## config.mk

```make
export PLATFORM = sky130hd
export DESIGN_NAME = known_register_value_tracker_top_flat
export DESIGN_NICKNAME = d
export VERILOG_FILES = /design/src/rtl/krvt_pkg.sv /design/src/rtl/krvt_if.sv /design/src/rtl/krvt_in_stage.sv /design/src/rtl/krvt_core.sv /design/src/rtl/krvt_out_stage.sv /design/src/rtl/known_register_value_tracker_top.sv /design/src/flat_wrapper.sv
export VERILOG_INCLUDE_DIRS = /design/src /design/src/rtl
export SDC_FILE = /design/constraint.sdc
export NUM_CORES = 1
export LEC_CHECK = 0
export ABC_AREA = 1
export BUFFER_PORTS_ARGS = -buffer_cell sky130_fd_sc_hd__buf_2
export CAP_MARGIN = 20
export CELL_PAD_IN_SITES_DETAIL_PLACEMENT = 1
export CELL_PAD_IN_SITES_GLOBAL_PLACEMENT = 2
export CORE_ASPECT_RATIO = 0.5
export CORE_MARGIN = 3
export CORE_UTILIZATION = 37
export DETAILED_ROUTE_END_ITERATION = 8
export PLACE_DENSITY = 0.85
export SYNTH_ARGS = -nofsm -noshare
export SYNTH_HDL_FRONTEND = slang
export SYNTH_HIERARCHICAL = 1
export SYNTH_SLANG_ARGS = --single-unit
```

## constraint.sdc

```tcl
create_clock -name clock -period 10.1 [get_ports clock]
set_clock_uncertainty 0.05 [all_clocks]
set_input_delay 2.525 -clock clock [delete_from_list [all_inputs] [get_ports clock]]
set_output_delay 2.525 -clock clock [all_outputs]
set_load 0.05 [all_outputs]
```

## src/rtl/known_register_value_tracker_top_macros.svh

```systemverilog
// ----------------------------------------------------------------------------
// known register value tracker assertion macros
// shared concurrent assertion forms used at the top level
// ----------------------------------------------------------------------------
`ifndef KNOWN_REGISTER_VALUE_TRACKER_TOP_MACROS_SVH
`define KNOWN_REGISTER_VALUE_TRACKER_TOP_MACROS_SVH

// same-cycle implication, disabled in reset
`define KRVT_ASSERT_NOW(label, clk, rst, ante, cons, msg) \
   label: assert property (@(posedge clk) disable iff (rst) (ante) |-> (cons)) \
      else $error(msg);

// next-cycle implication, disabled in reset
`define KRVT_ASSERT_NEXT(label, clk, rst, ante, cons, msg) \
   label: assert property (@(posedge clk) disable iff (rst) (ante) |=> (cons)) \
      else $error(msg);

`endif

```

## src/rtl/krvt_pkg.sv

```systemverilog
// ----------------------------------------------------------------------------
// krvt_pkg
// types and codes shared by the known register value tracker
// ----------------------------------------------------------------------------
package krvt_pkg;

   // instruction classes
   localparam logic [4:0] OP_OTHER = 5'd0;
   localparam logic [4:0] OP_CLC   = 5'd1;
   localparam logic [4:0] OP_SEC   = 5'd2;
   localparam logic [4:0] OP_BCS   = 5'd3;
   localparam logic [4:0] OP_BCC   = 5'd4;
   localparam logic [4:0] OP_DEY   = 5'd5;
   localparam logic [4:0] OP_DEX   = 5'd6;
   localparam logic [4:0] OP_INY   = 5'd7;
   localparam logic [4:0] OP_INX   = 5'd8;
   localparam logic [4:0] OP_TXA   = 5'd9;
   localparam logic [4:0] OP_TYA   = 5'd10;
   localparam logic [4:0] OP_TAX   = 5'd11;
   localparam logic [4:0] OP_TAY   = 5'd12;
   localparam logic [4:0] OP_LDA   = 5'd13;
   localparam logic [4:0] OP_LDX   = 5'd14;
   localparam logic [4:0] OP_LDY   = 5'd15;
   localparam logic [4:0] OP_CLD   = 5'd16;
   localparam logic [4:0] OP_SED   = 5'd17;
   localparam logic [4:0] OP_ADC   = 5'd18;
   localparam logic [4:0] OP_SBC   = 5'd19;

   // register codes for dest_reg and rewrite_target
   localparam logic [1:0] REG_NONE = 2'd0;
   localparam logic [1:0] REG_A    = 2'd1;
   localparam logic [1:0] REG_X    = 2'd2;
   localparam logic [1:0] REG_Y    = 2'd3;

   // bit positions in the known mask
   localparam int KB_A = 0;
   localparam int KB_X = 1;
   localparam int KB_Y = 2;
   localparam int KB_C = 3;
   localparam int KB_D = 4;

   typedef struct packed {
      logic       start_block;
      logic [4:0] op_class;
      logic [1:0] dest_reg;
      logic       alters_carry;
      logic       immediate_mode;
      logic       dynamic_operand;
      logic       indirect_y_mode;
      logic [7:0] operand;
      logic       exits_block;
   } req_word_type;

   typedef struct packed {
      logic [4:0] known_mask;
      logic [7:0] a_value;
      logic [7:0] x_value;
      logic [7:0] y_value;
      logic       carry_value;
      logic       decimal_value;
      logic       drop_bcd_check;
      logic       drop_carry_load;
      logic [1:0] rewrite_target;
      logic [7:0] rewrite_value;
      logic       constant_y_index;
   } rsp_word_type;

   // pipeline control between the stages
   typedef struct packed {
      logic held_valid;
      logic advance;
   } stage_ctl_type;

endpackage

```

## src/rtl/krvt_if.sv

```systemverilog
// ----------------------------------------------------------------------------
// krvt_req_if / krvt_rsp_if
// valid/ready channels carrying instruction and result words
// ----------------------------------------------------------------------------
interface krvt_req_if import krvt_pkg::*; ();
   logic         valid;
   logic         ready;
   req_word_type data;

   modport source (output valid, output data, input ready);
   modport sink   (input valid, input data, output ready);
endinterface

interface krvt_rsp_if import krvt_pkg::*; ();
   logic         valid;
   logic         ready;
   rsp_word_type data;

   modport source (output valid, output data, input ready);
   modport sink   (input valid, input data, output ready);
endinterface

```

## src/rtl/krvt_in_stage.sv

```systemverilog
// ----------------------------------------------------------------------------
// krvt_in_stage
// input register holding one instruction word until the core takes it
// ----------------------------------------------------------------------------
module krvt_in_stage import krvt_pkg::*; (
   input  logic          clock,
   input  logic          reset,
   krvt_req_if.sink      req_port,
   input  stage_ctl_type ctl,
   output logic          held_valid,
   output req_word_type  held_word
);

   logic         valid_ff;
   logic         valid_in;
   req_word_type word_ff;
   logic         take;

   // room when empty or when the held word moves on this cycle
   assign req_port.ready = !valid_ff || ctl.advance;
   assign take           = req_port.valid && req_port.ready;

   // occupancy
   always_comb begin
      valid_in = valid_ff;
      if (take) begin
         valid_in = 1'b1;
      end else if (ctl.advance) begin
         valid_in = 1'b0;
      end
   end

   always_ff @(posedge clock) begin
      if (reset) begin
         valid_ff <= 1'b0;
      end else begin
         valid_ff <= valid_in;
      end
   end

   // payload capture
   always_ff @(posedge clock) begin
      if (take) begin
         word_ff <= req_port.data;
      end
   end

   assign held_valid = valid_ff;
   assign held_word  = word_ff;

endmodule

```

## src/rtl/krvt_core.sv

```systemverilog
// ----------------------------------------------------------------------------
// krvt_core
// tracked register knowledge, rewrite choices and per-instruction update
// ----------------------------------------------------------------------------
module krvt_core import krvt_pkg::*; (
   input  logic          clock,
   input  logic          reset,
   input  stage_ctl_type ctl,
   input  req_word_type  word,
   output rsp_word_type  result
);

   logic [4:0] known_ff, known_in;
   logic [7:0] acc_ff, acc_in;
   logic [7:0] x_ff, x_in;
   logic [7:0] y_ff, y_in;
   logic       carry_ff, carry_in;
   logic       dec_ff, dec_in;
   logic       bcd_ff, bcd_in;

   logic [4:0] kb;
   logic [7:0] a_s, x_s, y_s;
   logic       c_s, d_s, bcd_s;
   logic [7:0] a_v, x_v, y_v;
   logic       c_v, d_v;
   logic       konst;
   logic       carry_match;

   // state as seen by this instruction, a block start wipes it
   always_comb begin
      if (word.start_block) begin
         kb    = '0;
         a_s   = '0;
         x_s   = '0;
         y_s   = '0;
         c_s   = 1'b0;
         d_s   = 1'b0;
         bcd_s = 1'b0;
      end else begin
         kb    = known_ff;
         a_s   = acc_ff;
         x_s   = x_ff;
         y_s   = y_ff;
         c_s   = carry_ff;
         d_s   = dec_ff;
         bcd_s = bcd_ff;
      end
   end

   // reported values are zero unless known
   assign a_v = kb[KB_A] ? a_s : 8'd0;
   assign x_v = kb[KB_X] ? x_s : 8'd0;
   assign y_v = kb[KB_Y] ? y_s : 8'd0;
   assign c_v = kb[KB_C] ? c_s : 1'b0;
   assign d_v = kb[KB_D] ? d_s : 1'b0;

   // adc wants carry clear, sbc wants carry set
   assign carry_match = (word.op_class == OP_SBC) ? c_v : !c_v;
   assign konst       = word.immediate_mode && !word.dynamic_operand;

   // rewrite choices from knowledge before the instruction
   always_comb begin
      result                  = '0;
      result.known_mask       = kb;
      result.a_value          = a_v;
      result.x_value          = x_v;
      result.y_value          = y_v;
      result.carry_value      = c_v;
      result.decimal_value    = d_v;
      bcd_in                  = bcd_s;
      if (!word.exits_block) begin
         case (word.op_class)
            OP_ADC, OP_SBC: begin
               result.drop_bcd_check  = (kb[KB_D] && !d_v) || bcd_s;
               result.drop_carry_load = kb[KB_C] && carry_match;
               bcd_in                 = 1'b1;
            end
            OP_DEY: if (kb[KB_Y]) begin
               result.rewrite_target = REG_Y;
               result.rewrite_value  = y_v - 8'd1;
            end
            OP_DEX: if (kb[KB_X]) begin
               result.rewrite_target = REG_X;
               result.rewrite_value  = x_v - 8'd1;
            end
            OP_INY: if (kb[KB_Y]) begin
               result.rewrite_target = REG_Y;
               result.rewrite_value  = y_v + 8'd1;
            end
            OP_INX: if (kb[KB_X]) begin
               result.rewrite_target = REG_X;
               result.rewrite_value  = x_v + 8'd1;
            end
            OP_TXA: if (kb[KB_X]) begin
               result.rewrite_target = REG_A;
               result.rewrite_value  = x_v;
            end
            OP_TYA: if (kb[KB_Y]) begin
               result.rewrite_target = REG_A;
               result.rewrite_value  = y_v;
            end
            OP_TAX: if (kb[KB_A]) begin
               result.rewrite_target = REG_X;
               result.rewrite_value  = a_v;
            end
            OP_TAY: if (kb[KB_A]) begin
               result.rewrite_target = REG_Y;
               result.rewrite_value  = a_v;
            end
            default: begin
            end
         endcase
         result.constant_y_index = word.indirect_y_mode && kb[KB_Y];
      end
   end

   // knowledge update
   always_comb begin
      known_in = kb;
      acc_in   = a_s;
      x_in     = x_s;
      y_in     = y_s;
      carry_in = c_s;
      dec_in   = d_s;
      case (word.op_class)
         OP_CLC, OP_BCS: begin
            carry_in       = 1'b0;
            known_in[KB_C] = 1'b1;
         end
         OP_SEC, OP_BCC: begin
            carry_in       = 1'b1;
            known_in[KB_C] = 1'b1;
         end
         OP_DEY: y_in = y_s - 8'd1;
         OP_DEX: x_in = x_s - 8'd1;
         OP_INY: y_in = y_s + 8'd1;
         OP_INX: x_in = x_s + 8'd1;
         OP_TXA: begin
            acc_in         = x_s;
            known_in[KB_A] = kb[KB_X];
         end
         OP_TYA: begin
            acc_in         = y_s;
            known_in[KB_A] = kb[KB_Y];
         end
         OP_TAX: begin
            x_in           = a_s;
            known_in[KB_X] = kb[KB_A];
         end
         OP_TAY: begin
            y_in           = a_s;
            known_in[KB_Y] = kb[KB_A];
         end
         OP_LDA: begin
            if (konst) begin
               acc_in = word.operand;
            end
            known_in[KB_A] = konst;
         end
         OP_LDX: begin
            if (konst) begin
               x_in = word.operand;
            end
            known_in[KB_X] = konst;
         end
         OP_LDY: begin
            if (konst) begin
               y_in = word.operand;
            end
            known_in[KB_Y] = konst;
         end
         OP_CLD: begin
            dec_in         = 1'b0;
            known_in[KB_D] = 1'b1;
         end
         OP_SED: begin
            dec_in         = 1'b1;
            known_in[KB_D] = 1'b1;
         end
         default: begin
            case (word.dest_reg)
               REG_A:   known_in[KB_A] = 1'b0;
               REG_X:   known_in[KB_X] = 1'b0;
               REG_Y:   known_in[KB_Y] = 1'b0;
               default: begin
               end
            endcase
            if (word.alters_carry) begin
               known_in[KB_C] = 1'b0;
            end
         end
      endcase
   end

   // tracked state
   always_ff @(posedge clock) begin
      if (reset) begin
         known_ff <= '0;
         acc_ff   <= '0;
         x_ff     <= '0;
         y_ff     <= '0;
         carry_ff <= 1'b0;
         dec_ff   <= 1'b0;
         bcd_ff   <= 1'b0;
      end else if (ctl.advance) begin
         known_ff <= known_in;
         acc_ff   <= acc_in;
         x_ff     <= x_in;
         y_ff     <= y_in;
         carry_ff <= carry_in;
         dec_ff   <= dec_in;
         bcd_ff   <= bcd_in;
      end
   end

endmodule

```

## src/rtl/krvt_out_stage.sv

```systemverilog
// ----------------------------------------------------------------------------
// krvt_out_stage
// result register, refills in the cycle its word is taken
// ----------------------------------------------------------------------------
module krvt_out_stage import krvt_pkg::*; (
   input  logic          clock,
   input  logic          reset,
   input  stage_ctl_type ctl,
   input  rsp_word_type  result,
   output logic          space,
   krvt_rsp_if.source    rsp_port
);

   logic         valid_ff;
   logic         valid_in;
   rsp_word_type word_ff;

   assign space = !valid_ff || rsp_port.ready;

   // occupancy
   always_comb begin
      valid_in = valid_ff;
      if (ctl.advance) begin
         valid_in = 1'b1;
      end else if (rsp_port.ready) begin
         valid_in = 1'b0;
      end
   end

   always_ff @(posedge clock) begin
      if (reset) begin
         valid_ff <= 1'b0;
      end else begin
         valid_ff <= valid_in;
      end
   end

   // payload capture
   always_ff @(posedge clock) begin
      if (ctl.advance) begin
         word_ff <= result;
      end
   end

   assign rsp_port.valid = valid_ff;
   assign rsp_port.data  = word_ff;

endmodule

```

## src/rtl/known_register_value_tracker_top.sv

```systemverilog
// ----------------------------------------------------------------------------
// known_register_value_tracker_top
// tracks statically known 6502 register and flag values over a block
// ----------------------------------------------------------------------------
// One decoded instruction word is taken per clock while rsp ready stays high,
// and one result word comes out per instruction. An accepted word waits in
// the input register until the result register has room, then its result is
// loaded into the result register and presented from there until it is taken.
// Sustained rate is one instruction per cycle while rsp ready stays high: the
// result register refills in the cycle its word is taken, and the only loop
// is the update of the tracked A, X, Y, carry and decimal knowledge between
// the input and result registers. While a result waits, one more instruction
// can be held, then req ready drops. Each result reports the knowledge as it
// stood before the instruction plus the rewrite choices it allows; a set
// start_block clears all knowledge first.
module known_register_value_tracker_top import krvt_pkg::*; (
   input  logic       clock,
   input  logic       reset,
   krvt_req_if.sink   req_port,
   krvt_rsp_if.source rsp_port
);

`include "known_register_value_tracker_top_macros.svh"

   stage_ctl_type ctl;
   logic          held_valid;
   req_word_type  held_word;
   rsp_word_type  result;
   logic          space;

   // a held word moves when the result register has room
   assign ctl.held_valid = held_valid;
   assign ctl.advance    = held_valid && space;

   krvt_in_stage u_in_stage (
      .clock      (clock),
      .reset      (reset),
      .req_port   (req_port),
      .ctl        (ctl),
      .held_valid (held_valid),
      .held_word  (held_word)
   );

   krvt_core u_core (
      .clock  (clock),
      .reset  (reset),
      .ctl    (ctl),
      .word   (held_word),
      .result (result)
   );

   krvt_out_stage u_out_stage (
      .clock    (clock),
      .reset    (reset),
      .ctl      (ctl),
      .result   (result),
      .space    (space),
      .rsp_port (rsp_port)
   );

   // checks
   `KRVT_ASSERT_NEXT(a_held_kept, clock, reset, ctl.held_valid && !ctl.advance, ctl.held_valid, "stalled instruction word lost")
   `KRVT_ASSERT_NEXT(a_advance_shows, clock, reset, ctl.advance, rsp_port.valid, "advanced word missing at result")
   `KRVT_ASSERT_NOW(a_no_target_zero, clock, reset, rsp_port.valid && (rsp_port.data.rewrite_target == REG_NONE), rsp_port.data.rewrite_value == 8'd0, "rewrite value set without target")
   `KRVT_ASSERT_NOW(a_unknown_y_index, clock, reset, rsp_port.valid && !rsp_port.data.known_mask[KB_Y], !rsp_port.data.constant_y_index && (rsp_port.data.y_value == 8'd0), "constant y used while y unknown")

endmodule
```

## src/flat_wrapper.sv

```systemverilog
// flat-port wrapper written by rule: the top's interface ports become plain ports
module known_register_value_tracker_top_flat import krvt_pkg::*;
  (clock, reset, req_port_valid, req_port_data, req_port_ready, rsp_port_valid, rsp_port_data, rsp_port_ready);
  krvt_req_if req_port_i ();
  krvt_rsp_if rsp_port_i ();
  input  logic clock;
  input  logic reset;
  input wire logic [$bits(req_port_i.valid)-1:0] req_port_valid;
  input wire logic [$bits(req_port_i.data)-1:0] req_port_data;
  output wire logic [$bits(req_port_i.ready)-1:0] req_port_ready;
  output wire logic [$bits(rsp_port_i.valid)-1:0] rsp_port_valid;
  output wire logic [$bits(rsp_port_i.data)-1:0] rsp_port_data;
  input wire logic [$bits(rsp_port_i.ready)-1:0] rsp_port_ready;
  assign req_port_i.valid = req_port_valid;
  assign req_port_i.data = req_port_data;
  assign req_port_ready = req_port_i.ready;
  assign rsp_port_valid = rsp_port_i.valid;
  assign rsp_port_data = rsp_port_i.data;
  assign rsp_port_i.ready = rsp_port_ready;
  known_register_value_tracker_top u_core (.clock(clock), .reset(reset), .req_port(req_port_i), .rsp_port(rsp_port_i));
endmodule
```

Yosys cells after proc, flatten, opt, wreduce, memory -nomap -nowiden

Cells that the tools add are included.

Register bits after elaboration: 99
Logic and storage cells: 131

Add/subtract/negate cells: 8
Equality and inequality tests: 22
Multiplexer cells: 45
Bitwise logic cells: 1
Reduce and logical (&&, ||, !) cells: 26

Operators with widths:

| kind                                                                | count |
|---|---|
| 10-bit case mux with 8 select lines                                 | 1 |
| 8-bit two-way mux                                                   | 9 |
| 8-bit case mux with 4 select lines                                  | 2 |
| 10-bit two-way mux                                                  | 6 |
| 5-bit by 4-bit == test with 1-bit output (second input constant)    | 8 |
| 8-bit by 1-bit adder with 8-bit output (second input constant)      | 4 |
| 8-bit by 1-bit subtractor with 8-bit output (second input constant) | 4 |
| 15-bit OR reduction                                                 | 2 |
| 8-bit case mux with 3 select lines                                  | 1 |
| 5-bit by 3-bit == test with 1-bit output (second input constant)    | 4 |
| 5-bit == test (second input constant)                               | 4 |
| 9-bit two-way mux                                                   | 2 |
| 1-bit two-way mux                                                   | 17 |
| 14-bit OR reduction                                                 | 1 |
| 13-bit OR reduction                                                 | 1 |
| 5-bit by 2-bit == test with 1-bit output (second input constant)    | 2 |
| 2-bit OR reduction                                                  | 5 |
| 1-bit logical AND                                                   | 6 |
| 1-bit case mux with 2 select lines                                  | 3 |
| 1-bit case mux with 3 select lines                                  | 2 |
| 5-bit by 1-bit == test with 1-bit output (second input constant)    | 1 |
| 1-bit zero test                                                     | 5 |
| 5-bit two-way mux                                                   | 1 |
| 2-bit == test (second input constant)                               | 2 |
| 6 further kinds                                                     | 9 |

Logic depth before layout (Yosys ltp)

Gate-level depths: netlist of run 1.

Depth after elaboration: 6
Mapped depth: 16
Gate-level depth less buffers: 16

Modules after synthesis

Netlist of run 1, hierarchy kept.

By module, submodules not included:

| module                           | times used | cells an instance | area each (sq um) | sequential area each (sq um) |
|---|---|---|---|---|
| krvt_core                        | 1          | 801               | 4,429.2           | 640.6 |
| krvt_out_stage                   | 1          | 49                | 1,363.8           | 1,341.3 |
| krvt_in_stage                    | 1          | 27                | 678.2             | 650.6 |
| known_register_value_tracker_top | 1          | 2                 | 7.5               | 0.0 |

Worst setup path before layout of run 1

No wires, ideal clock.

Path kind: input to output
From: input port rsp_port_ready
To: output port req_port_ready
Arrival: 4,001 ps
Required time: 7,525 ps
Slack: 3,524 ps
Stages on the path: 6
Cell sequence: inv_1 nand2_2 nand2_1 inv_1 inv_2 nand2_2

RTL lines:

| what        | line               | source |
|---|---|---|
| from (decl) | flat_wrapper.sv:13 | `input wire logic [$bits(rsp_port_i.ready)-1:0] rsp_port_ready;` |
| to (decl)   | flat_wrapper.sv:10 | `output wire logic [$bits(req_port_i.ready)-1:0] req_port_ready;` |

==> impl_metrics.py, run 1 <==
metrics = {
    "outcome": {
        "outcome": "finished clean",
    },
    "floorplanning": {
        "initial_utilization_pct": 38.6,
        "top_level_ports": 71,
        "floorplan.die_area_um2": 19200,
        "floorplan_core_area_um2": 16800,
        "floorplan.die.height_um": 99.6,
        "dieWidth_um": 193,
        "fp-row-count": 33,
    },
    "placed_design": {
        "gp_congestion": 0.858,
        "buffer_ports.inserted": 70,
        "dp.final_hpwl_um": 17900,
        "detailedPlace.worstSlack_ns": 3.43,
    },
    "detailed_routing": {
        "drt.antenna.violating_nets": 0,
        "first_iter_violations": 567,
        "avgRoutedWirePerCell_um": 20.3,
        "drcViolationCount": 0,
        "route.vias.total": 6460,
        "first_drt_pass_iteration_count": 5,
        "postRouteWirelength_um": 23700,
        "viasPerCell": 5.51,
    },
    "cells_and_area": {
        "fillers": 2151,
        "drive_above_1_share_pct": 16.6,
        "antennaDiodeCount": 0,
        "syn2layout_area_growth_pct": 12.8,
        "finish.net_count": 983,
    },
    "global_route": {
        "grt_max_degree": 90,
        "grt_remaining_overflow": 0,
        "first_global_vias": 6352,
        "grt_antenna_before_repair": 0,
        "grt_usage_pct": 25.3,
        "grt_first_pass_wirelength_um": 36700,
    },
    "yosys": {
        "ys_seq_area_share_pct": 40.6,
        "syn_inst": 879,
        "synth_cell_types": 44,
        "synth_top_area_cell": "edfxtp_1",
        "synth.top_cells.by_area": "edfxtp_1, nand2_1, dfxtp_1, nor2_1, nand3_1",
        "syn_area_per_cell_um2": 7.37,
        "synth-seq-cells": 99,
        "synth_top_area_share_pct": 30.1,
        "syn_area_um2": 6480,
        "syn_nets": 922,
        "yosys_warnings": 6,
    },
    "sta": {
        "finalHoldViolations": 0,
        "fin_setup_tns_ns": 0,
        "rsz0062_at_grt": "false",
        "final-setup-viol-count": 0,
        "fmax_mhz": 152,
        "period_needed_ns": 6.60,
        "worst_slew_margin_rel_pct": 30.1,
        "final_min_period_over_clock_period_pct": 65.3,
        "worst_pin_slew_ns": 1.05,
        "hold-worst-slack_ns": 0.414,
        "postLayoutSetupSlackWorst_ns": 3.50,
        "timing_max_transition_violations_final": 0,
    },
    "critical_path": {
        "cp-end-kind": "primary output",
        "critical_path.startpoint_type": "input pin",
        "rr_startpoint": "u_core/u_in_stage/held_word[20]$_DFFE_PP_",
        "critical_path_arrival_ns": 4.02,
        "cpPeakStageDelay_ns": 0.74,
        "reg2reg_to": "u_core/u_out_stage/rsp_port.data[2]$_DFFE_PP_",
        "crit_fanout": 89,
        "timing.setup.critical_path_class": "input pin to primary output",
        "crit_slowest_cell": "buf_4",
        "r2r_slack_ns": 6.87,
        "cp_data_required_time_ns": 7.53,
        "cells_along_the_critical_path": "buf_2 -> inv_1 -> nand2_2 -> nand2_1 -> inv_2 -> buf_4 -> inv_2 -> nand2_2 -> buf_2",
        "worst_r2r_path_depth": 10,
    },
    "clock_tree": {
        "cts-hold-fix-buffers": 0,
        "tritoncts": "built",
        "cts_buffer_depth": 2,
        "htree_num_levels": 3,
        "ctsRootBufferMaster": "clkbuf_16",
        "cts_sinks": 99,
        "cts.reportedPaths.clkPinSlew_ns": 0.07,
        "cts_setup_buffers": 0,
        "clk-insertion-delay-late_ns": 0.36,
        "tritoncts.num_buffers": 9,
        "cts-resized-gates": 0,
    },
    "pwr": {
        "cellPowerDensity_nw_per_um2": 136,
        "p_total_mw": 0.992,
        "leakage_nw": 3.21,
        "maximum_vdd_drop_mv": 0.0764,
    },
    "worst_hold_path": {
        "hold_path_end": "u_core/u_core/acc_ff[2]$_SDFFE_PP0P_",
        "min_from": "u_core/u_core/acc_ff[2]$_SDFFE_PP0P_",
        "hold_path.class": "flop to flop",
        "worst_hold_path.num_cells": 2,
    },
    "job": {
        "timing.max_cap.violations": 0,
    },
}
## worst max-delay path by stage
stage	slack (ns)	end	startpoint	cells after the start
finish	3.50	req_port_ready	rsp_port_ready	9
global route	3.33	req_port_ready	rsp_port_ready	9
detailed placement	3.43	req_port_ready	rsp_port_ready	9
floorplan	3.52	req_port_ready	rsp_port_ready	6
CTS	3.42	req_port_ready	rsp_port_ready	9
global placement	3.48	req_port_ready	rsp_port_ready	9
## worst max-delay path, delay by kind of cell
kind / cells / cell delay, ns
buf+inv: 6 / 1.25
simple gates: 3 / 0.24
## area by class of cell
cell class                 instances  area, µm²  share of cell area (%)
inverter                         100        375                    5.14
sequential                        99       2630                    36.0
multi-input combinational        657       3350                    45.8
timing repair buffer              73        373                    5.10
clock inverter                     6       66.3                   0.908
clock buffer                      10        229                    3.13
tap                              227        284                    3.89
## layer usage
layer	global-route usage (%)	vias to the layer above	share of wire (%)
li1	-	3060	-
met1	37.9	3168	50
met2	37.5	210	41
met3	5.81	22	7.9
met4	4.55	0	1.1
met5	0	-	0
## sequential cells by signal (all words and copies together) (netlist names)
register / cells
u_core/u_core/dec_ff: 1
u_core/u_core/bcd_ff: 1
u_core/u_out_stage/rsp_port.valid: 1
u_core/u_core/y_ff: 8
u_core/u_in_stage/held_valid: 1
u_core/u_core/carry_ff: 1
u_core/u_core/known_ff: 5
u_core/u_core/acc_ff: 8
u_core/u_in_stage/held_word: 21
u_core/u_core/x_ff: 8
u_core/u_out_stage/rsp_port.data: 44
## stage by stage
| step | cells | util, % | instance area (µm²) |
|---|---|---|---|
| finish | 1172 | 43.6 | 7310 |
| global route | 1172 | 43.6 | 7310 |
| CTS | 1172 | 43.6 | 7310 |
| detailed placement | 1156 | 41.8 | 7010 |
| global placement | 1156 | 41.8 | 7010 |
| floorplan | 879 | - | 6480 |
## report_power, final
group	internal [mW]	leakage (nW)	total [mW]	switching, mW
clock network	0.192	0.135	0.355	0.162
registers	0.454	0.903	0.470	0.0163
logic	0.0399	2.17	0.166	0.127
total	0.686	3.21	0.992	0.305
## placed cells by master, fill, tap and decap left out, types with 2 or more instances in the layout
cell / instances
nand2_4: 8
xor2_1: 3
nand2_2: 8
a21oi_2: 4
buf_2: 70
clkinvlp_4: 3
o211ai_1: 12
nand2_1: 220
inv_1: 87
nor2_2: 11
a32oi_1: 2
nand3_2: 4
xnor2_1: 2
ha_1: 16
nand3_1: 79
nor3_1: 2
nor2_4: 6
o21ai_1: 8
buf_4: 3
o21ai_0: 61
fa_1: 2
nor2_1: 106
dfxtp_1: 34
o22ai_1: 7
nand3b_1: 2
edfxtp_1: 65
clkbuf_16: 9
a21o_1: 2
inv_2: 12
or2_2: 12
a31oi_1: 11
a21oi_1: 48
nand4_1: 11
## cell families after synthesis
logic type      count (synthesis)  share of synthesized area [%]
compound gates                161                           13.9
xor+xnor                        5                          0.676
buf+inv                       123                           7.76
flops                          99                           40.6
fa+ha+maj                      18                           3.71
simple gates                  473                           33.3
## synth_stat cells, drive strengths merged
master,number
nand4,11
o21ai,70
nor3,3
o211ai,12
inv,99
nand3,84
a32oi,2
clkbuf,10
o22ai,7
xnor2,2
a21boi,1
nand2,236
xor2,3
clkinv,1
buf,13
or2,13
nor2,124
a41oi,1
a311oi,1
o31ai,1
dfxtp,34
nand3b,2
a31oi,11
edfxtp,65
a21o,2
fa,2
a21oi,52
a22oi,1
ha,16
No activity file was read; power rests on OpenSTA's default activity.
==> run 2, diff against run 1 <==
--- a/config.mk
+++ b/config.mk
@@ -13,9 +13,9 @@
 export CELL_PAD_IN_SITES_GLOBAL_PLACEMENT = 2
 export CORE_ASPECT_RATIO = 0.5
 export CORE_MARGIN = 3
-export CORE_UTILIZATION = 37
+export CORE_UTILIZATION = 31
 export DETAILED_ROUTE_END_ITERATION = 8
-export PLACE_DENSITY = 0.85
+export PLACE_DENSITY = 0.76
 export SYNTH_ARGS = -nofsm -noshare
 export SYNTH_HDL_FRONTEND = slang
 export SYNTH_HIERARCHICAL = 1
==> constraint.sdc (replaced) <==
create_clock -name clock -period 5.9 [get_ports clock]
set_clock_uncertainty 0.05 [all_clocks]
set_input_delay 1.475 -clock clock [delete_from_list [all_inputs] [get_ports clock]]
set_output_delay 1.475 -clock clock [all_outputs]
set_load 0.05 [all_outputs]
==> run 2 against run 1 <==
- routed wire length rose by 3.2%
- final area rose by 0.65%
- register-to-register slack got worse by 4.3 ns
- global-route usage fell by 3.4 points
- die area rose by 18%
- count of clock-buffer cells in the layout did not move
- first-iteration DRC count fell by 24%
- hold slack improved by 0.0021 ns
- flip-flop and latch count did not move
- largest cell class unchanged
- largest power group unchanged
==> impl_metrics.py, run 2 (synthesized netlist as in run 1, its figures left out) <==
metrics = {
    "detailed_routing": {
        "drcViolationCount": 0,
        "viasPerCell": 5.24,
        "postRouteWirelength_um": 24500,
        "avgRoutedWirePerCell_um": 20.2,
        "first_drt_pass_iteration_count": 6,
        "drt.antenna.violating_nets": 0,
        "first_iter_violations": 431,
        "route.vias.total": 6338,
    },
    "global_route": {
        "grt_remaining_overflow": 0,
        "grt_usage_pct": 21.9,
        "grt_first_pass_wirelength_um": 37800,
        "first_global_vias": 6313,
        "grt_antenna_before_repair": 0,
        "grt_max_degree": 89,
    },
    "critical_path": {
        "cells_along_the_critical_path": "buf_2 -> inv_1 -> nand2_2 -> nand2_1 -> inv_2 -> inv_2 -> nand2_2 -> buf_2",
        "rr_startpoint": "u_core/u_in_stage/held_word[18]$_DFFE_PP_",
        "r2r_slack_ns": 2.59,
        "cp_num_buf_inv": 5,
        "timing.setup.critical_path_class": "input pin to primary output",
        "critical_path.startpoint_type": "input pin",
        "startpoint": "rsp_port_ready",
        "reg2reg_to": "u_core/u_core/y_ff[5]$_SDFFE_PP0P_",
        "crit_fanout": 2,
        "critical_path_cell_count": 8,
        "worst_r2r_path_depth": 14,
        "critical_path_arrival_ns": 2.13,
        "path_delay_family": "buffers and inverters",
        "crit_slowest_cell": "buf_2",
        "cp_data_required_time_ns": 4.38,
        "cp-end-kind": "primary output",
        "cpPeakStageDelay_ns": 0.26,
    },
    "floorplanning": {
        "fp-row-count": 36,
        "floorplan_core_area_um2": 20000,
        "floorplan.die_area_um2": 22800,
        "initial_utilization_pct": 32.5,
        "dieWidth_um": 210,
        "top_level_ports": 71,
        "floorplan.die.height_um": 108,
    },
    "cells_and_area": {
        "number_of_flip_flops_in_the_largest_register": 44,
        "finish.net_count": 982,
        "drive_above_1_share_pct": 16.6,
        "antennaDiodeCount": 0,
        "post-route-cell-area_um2": 7350,
        "syn2layout_area_growth_pct": 13.5,
        "layout_commonest_cell": "nand2_1",
        "final_cell_mix": "nand2_1, nor2_1, inv_1, nand3_1, buf_2",
    },
    "clock_tree": {
        "clk-insertion-delay-late_ns": 0.36,
        "htree_num_levels": 3,
        "cts.reportedPaths.clkPinSlew_ns": 0.07,
        "tritoncts.num_buffers": 9,
        "cts_setup_buffers": 0,
        "tritoncts": "built",
        "cts_sinks": 99,
        "cts_buffer_depth": 2,
        "cts-hold-fix-buffers": 0,
        "ctsRootBufferMaster": "clkbuf_16",
        "cts-resized-gates": 0,
    },
    "sta": {
        "final-setup-viol-count": 0,
        "period_needed_ns": 3.66,
        "postLayoutSetupSlackWorst_ns": 2.24,
        "fmax_mhz": 273,
        "timing_max_transition_violations_final": 0,
        "finalHoldViolations": 0,
        "worst_slew_margin_rel_pct": 30.0,
        "final_min_period_over_clock_period_pct": 62.0,
        "rsz0062_at_grt": "false",
        "worst_pin_slew_ns": 1.05,
        "fin_setup_tns_ns": 0,
    },
    "placed_design": {
        "gp_congestion": 0.850,
        "buffer_ports.inserted": 70,
        "placed_area_um2": 7050,
        "dp.final_hpwl_um": 18600,
        "detailedPlace.worstSlack_ns": 1.99,
    },
    "pwr": {
        "maximum_vdd_drop_mv": 0.0981,
        "seq_power_share_pct": 47.5,
        "p_sw_mw": 0.522,
        "power.share.combinational_pct": 16.5,
        "swShare_pct": 30.6,
        "leakage_nw": 3.22,
        "internal_cell_power_mw": 1.19,
        "cellPowerDensity_nw_per_um2": 232,
        "clock_power_share_pct": 36.0,
    },
    "outcome": {
        "outcome": "finished clean",
    },
    "worst_hold_path": {
        "worst_hold_path.num_cells": 2,
        "hold_path.class": "flop to flop",
        "hold_path_end": "u_core/u_core/acc_ff[5]$_SDFFE_PP0P_",
        "min_from": "u_core/u_core/acc_ff[5]$_SDFFE_PP0P_",
    },
    "job": {
        "timing.max_cap.violations": 0,
    },
}
==> run 2: worst register-to-register path, stage by stage, from the launching register on <==
cell	delay (ns)
edfxtp_1	0.54
inv_1	0.16
nand2_1	0.07
nor2_1	0.38
nand2_1	0.49
ha_1	0.53
nand2_1	0.08
inv_1	0.04
nand2_1	0.05
nand2_1	0.16
nand2_1	0.12
nand3_1	0.09
or2_2	0.28
nand3_1	0.07
a21oi_1	0.08
==> run 2: routing by layer <==
metal	wire length (µm)	vias up	GRT usage [%]	share of wire [%]
li1	-	3051	-	-
met1	13000	3127	33.6	53
met2	10200	149	33.2	42
met3	1140	11	3.25	4.6
met4	146	0	2.96	0.60
met5	0	-	0	0
==> run 2: layout make-up <==
class / count / area (µm²)
inverters: 100 / 375
multi-input cells: 657 / 3350
repair buffers: 72 / 365
fillers: 2495 / 12600
flip-flops and latches: 99 / 2630
clock buffers: 10 / 239
well taps: 266 / 333
clock inverters: 6 / 62.6
==> run 2: power groups by stage <==
stage / Clock (mW) / Combinational, mW / Sequential, mW
after global routing: 0.662 / 0.308 / 0.813
after global placement: 0 / 0.276 / 0.823
final: 0.615 / 0.282 / 0.810
after floorplan: 0 / 0.149 / 0.868
after detailed placement: 0 / 0.281 / 0.825
after CTS: 0.639 / 0.282 / 0.809
==> run 2: worst max path at each step <==
stage / end
CTS: req_port_ready
detailed placement: u_core/u_core/y_ff[5]$_SDFFE_PP0P_
floorplan: req_port_ready
global placement: u_core/u_core/y_ff[5]$_SDFFE_PP0P_
finish: req_port_ready
global route: u_core/u_core/y_ff[5]$_SDFFE_PP0P_
==> run 2: per-stage QoR <==
stage	instances	util (%)	hold WS [ns]	power (mW)
6_report	1210	36.9	0.416	1.71
5_1_grt	1210	36.9	0.453	1.78
4_1_cts	1210	36.9	0.419	1.73
3_5_place_dp	1194	35.3	0.407	1.11
3_3_place_gp	1194	35.3	0.401	1.10
2_1_floorplan	879	-	0.395	1.02
==> run 3, diff against run 2 <==
--- a/config.mk
+++ b/config.mk
@@ -6,14 +6,14 @@
 export SDC_FILE = /design/constraint.sdc
 export NUM_CORES = 1
 export LEC_CHECK = 0
-export ABC_AREA = 1
+export ABC_AREA = 0
 export BUFFER_PORTS_ARGS = -buffer_cell sky130_fd_sc_hd__buf_2
 export CAP_MARGIN = 20
 export CELL_PAD_IN_SITES_DETAIL_PLACEMENT = 1
 export CELL_PAD_IN_SITES_GLOBAL_PLACEMENT = 2
 export CORE_ASPECT_RATIO = 0.5
 export CORE_MARGIN = 3
-export CORE_UTILIZATION = 31
+export CORE_UTILIZATION = 34
 export DETAILED_ROUTE_END_ITERATION = 8
 export PLACE_DENSITY = 0.76
 export SYNTH_ARGS = -nofsm -noshare
==> constraint.sdc (replaced) <==
create_clock -name clock -period 3.1 [get_ports clock]
set_clock_uncertainty 0.05 [all_clocks]
set_input_delay 0.775 -clock clock [delete_from_list [all_inputs] [get_ports clock]]
set_output_delay 0.775 -clock clock [all_outputs]
set_load 0.05 [all_outputs]
==> run 3 against run 2 <==
- cell count down 16%
- die area down 8.9%
- routed wire length down 4.2%
- non-clock buffer count up 32
- count of clock-buffer cells in the layout unchanged
==> impl_metrics.py, run 3 <==
metrics = {
    "outcome": {
        "outcome": "finished clean",
    },
    "yosys": {
        "yosys_warnings": 6,
        "syn_nets": 734,
        "postSynth.asyncResetShare_pct": 0,
        "synth.top_cells.by_area": "edfxtp_1, dfxtp_1, a21oi_1, nand2_1, ha_1",
        "synth-seq-cells": 99,
        "synth_top_area_cell": "edfxtp_1",
        "synth_top_area_share_pct": 30.3,
        "synth.cells.most_frequent": "nand2_1, edfxtp_1, a21oi_1",
        "synth_cell_types": 87,
        "syn_inst": 691,
        "syn_area_um2": 6450,
        "synth_edf_count": 65,
        "ys_seq_area_share_pct": 40.8,
        "syn_area_per_cell_um2": 9.33,
        "synth_flop_cell": "edfxtp_1",
        "synthMostInstantiatedCell": "nand2_1",
    },
    "pwr": {
        "swShare_pct": 31.0,
        "internal_cell_power_mw": 2.31,
        "power.share.combinational_pct": 19.5,
        "p_sw_mw": 1.04,
        "clock_power_share_pct": 34.5,
        "p_total_mw": 3.35,
        "maximum_vdd_drop_mv": 0.315,
        "leakage_nw": 2.83,
        "cellPowerDensity_nw_per_um2": 450,
        "seq_power_share_pct": 46.0,
    },
    "critical_path": {
        "crit_slowest_cell": "or3b_1",
        "crit_fanout": 7,
        "critical_path_arrival_ns": 3.17,
        "timing.setup.critical_path_class": "flop to flop",
        "cpPeakStageDelay_ns": 0.42,
        "cp-end-kind": "flop",
        "cells_along_the_critical_path": "or3b_1 -> nor2_2 -> clkinvlp_4 -> ha_1 -> a21o_1 -> a31o_2 -> a31oi_2 -> o21a_1 -> a21boi_1 -> nor4_2",
        "cp_num_buf_inv": 1,
        "path_delay_family": "compound AO/OA/AOI/OAI gates",
        "critical_path.startpoint_type": "flop",
        "cp_data_required_time_ns": 3.28,
    },
    "cells_and_area": {
        "finish.net_count": 805,
        "antennaDiodeCount": 0,
        "post-route-cell-area_um2": 7440,
        "postLayoutCoreUtil_pct": 41.5,
        "drive_above_1_share_pct": 22.6,
        "fillers": 2110,
        "number_of_flip_flops_in_the_largest_register": 44,
        "syn2layout_area_growth_pct": 15.4,
        "layout_commonest_cell": "buf_2",
        "seq_area_um2": 2630,
        "multi_input_combinational_cell_area_um2": 3510,
        "final_cell_mix": "buf_2, nand2_1, edfxtp_1, a21oi_1, nor2_1",
    },
    "global_route": {
        "grt_antenna_before_repair": 0,
        "first_global_vias": 5505,
        "grt_most_used_layer": "met1",
        "use_met1_pct": 33.5,
        "grt.met3_usage_pct": 5.31,
        "global_route.usage.met2_pct": 32.7,
        "grt_first_pass_wirelength_um": 34800,
        "grt_usage_pct": 22.4,
        "grt_max_degree": 27,
        "grt_remaining_overflow": 0,
    },
    "placed_design": {
        "detailedPlace.worstSlack_ns": 0.168,
        "buffer_ports.inserted": 70,
        "placed_area_um2": 7080,
        "dp.final_hpwl_um": 17700,
        "gp_congestion": 0.895,
    },
    "clock_tree": {
        "ctsRootBufferMaster": "clkbuf_16",
        "cts_sinks": 99,
        "clk-insertion-delay-late_ns": 0.36,
        "tritoncts": "built",
        "cts.reportedPaths.clkPinSlew_ns": 0.07,
        "cts-hold-fix-buffers": 0,
        "htree_num_levels": 3,
        "cts_buffer_depth": 2,
        "tritoncts.num_buffers": 9,
    },
    "floorplanning": {
        "fp-row-count": 34,
        "floorplan_core_area_um2": 18000,
        "floorplan.die_area_um2": 20800,
        "floorplan.die.height_um": 103,
        "dieWidth_um": 201,
        "top_level_ports": 71,
        "initial_utilization_pct": 35.9,
    },
    "sta": {
        "postLayoutSetupSlackWorst_ns": 0.117,
        "finalHoldViolations": 0,
        "period_needed_ns": 2.98,
        "timing_max_transition_violations_final": 0,
        "final-setup-viol-count": 0,
        "final_min_period_over_clock_period_pct": 96.2,
        "fmax_mhz": 335,
        "fin_setup_tns_ns": 0,
        "rsz0062_at_grt": "false",
        "worst_slew_margin_rel_pct": 45.2,
        "worst_pin_slew_ns": 0.820,
    },
    "detailed_routing": {
        "drcViolationCount": 0,
        "route.vias.total": 5782,
        "viasPerCell": 5.67,
        "first_iter_violations": 439,
        "first_drt_pass_iteration_count": 4,
        "drt.antenna.violating_nets": 0,
        "avgRoutedWirePerCell_um": 23.0,
        "postRouteWirelength_um": 23500,
    },
    "job": {
        "timing.max_cap.violations": 0,
    },
    "worst_hold_path": {
        "hold_path.class": "flop to flop",
    },
}
-- run 3: cell types whose count changed in the layout (fill, tap and decap cells not counted), sizes merged, moves of 13 or more --
cell,previous run,this run
a22oi,1,20
and2,0,24
buf,72,104
inv,100,22
nand2,236,71
nand2b,0,13
nand3,84,10
nor2,124,54
nor2b,0,28
nor3,3,21
o21ai,70,50
xnor2,2,18
-- run 3: power groups by stage --
stage | combinational, mW | clock (mW) | sequential [mW]
3_3_place_gp | 0.631 | 0 | 1.57
3_5_place_dp | 0.641 | 0 | 1.57
5_1_grt | 0.699 | 1.25 | 1.55
2_1_floorplan | 0.366 | 0 | 1.64
4_1_cts | 0.643 | 1.19 | 1.54
6_report | 0.654 | 1.16 | 1.54
-- run 3: per-layer routing --
layer	routed length, µm	vias to the layer above
met3	1700	23
li1	-	2682
met2	9620	198
met1	11800	2879
met4	324	0
met5	0	-
-- run 3: path summary, 6_finish.rpt --
path / startpoint / to / slack, ns / cells past startpoint
setup / recovery: u_core/u_in_stage/held_word[17]$_DFFE_PP_ / u_core/u_core/x_ff[7]$_SDFFE_PP0P_ / 0.12 / 10
hold / removal: u_core/u_core/acc_ff[1]$_SDFFE_PP0P_ / u_core/u_core/acc_ff[1]$_SDFFE_PP0P_ / 0.41 / 2
setup reg to reg: u_core/u_in_stage/held_word[17]$_DFFE_PP_ / u_core/u_core/x_ff[7]$_SDFFE_PP0P_ / 0.12 / 10
hold reg to reg: u_core/u_core/acc_ff[1]$_SDFFE_PP0P_ / u_core/u_core/acc_ff[1]$_SDFFE_PP0P_ / 0.41 / 2
-- run 3: area by class of cell --
type / instances / area share (%)
tap: 252 / 4.24
clock buffer: 10 / 3.08
multi-input combinational: 526 / 47.1
clock inverter: 6 / 0.874
sequential: 99 / 35.4
timing repair buffer: 104 / 8.14
inverter: 22 / 1.19
-- run 3: cell families (layout without fill, tap and decap cells) --
logic type,Yosys count,after routing,synth area share (%)
compound gates,213,213,22.4
xor+xnor,27,27,3.78
fa+ha+maj,18,18,3.73
buf+inv,66,142,4.99
flops,99,99,40.8
mux,7,7,1.16
simple gates,261,261,23.2
-- run 3: repair_timing --
action                                  in CTS  in global routing
gates resized for setup                      0                  3
buffers inserted                             0                  8
endpoints found under the setup margin       0                  1
-- run 3: tightest hold or removal path: stages, from the launching register on --
cell and delay, ns:
dfxtp_1 0.31, nand2_1 0.05, a21oi_1 0.05
-- run 3: metrics by stage --
step / cells / hold WS (ns)
after floorplan: 691 / 0.377
after global placement: 995 / 0.385
after detailed placement: 995 / 0.396
after CTS: 1011 / 0.406
after global routing: 1019 / 0.437
final: 1019 / 0.409
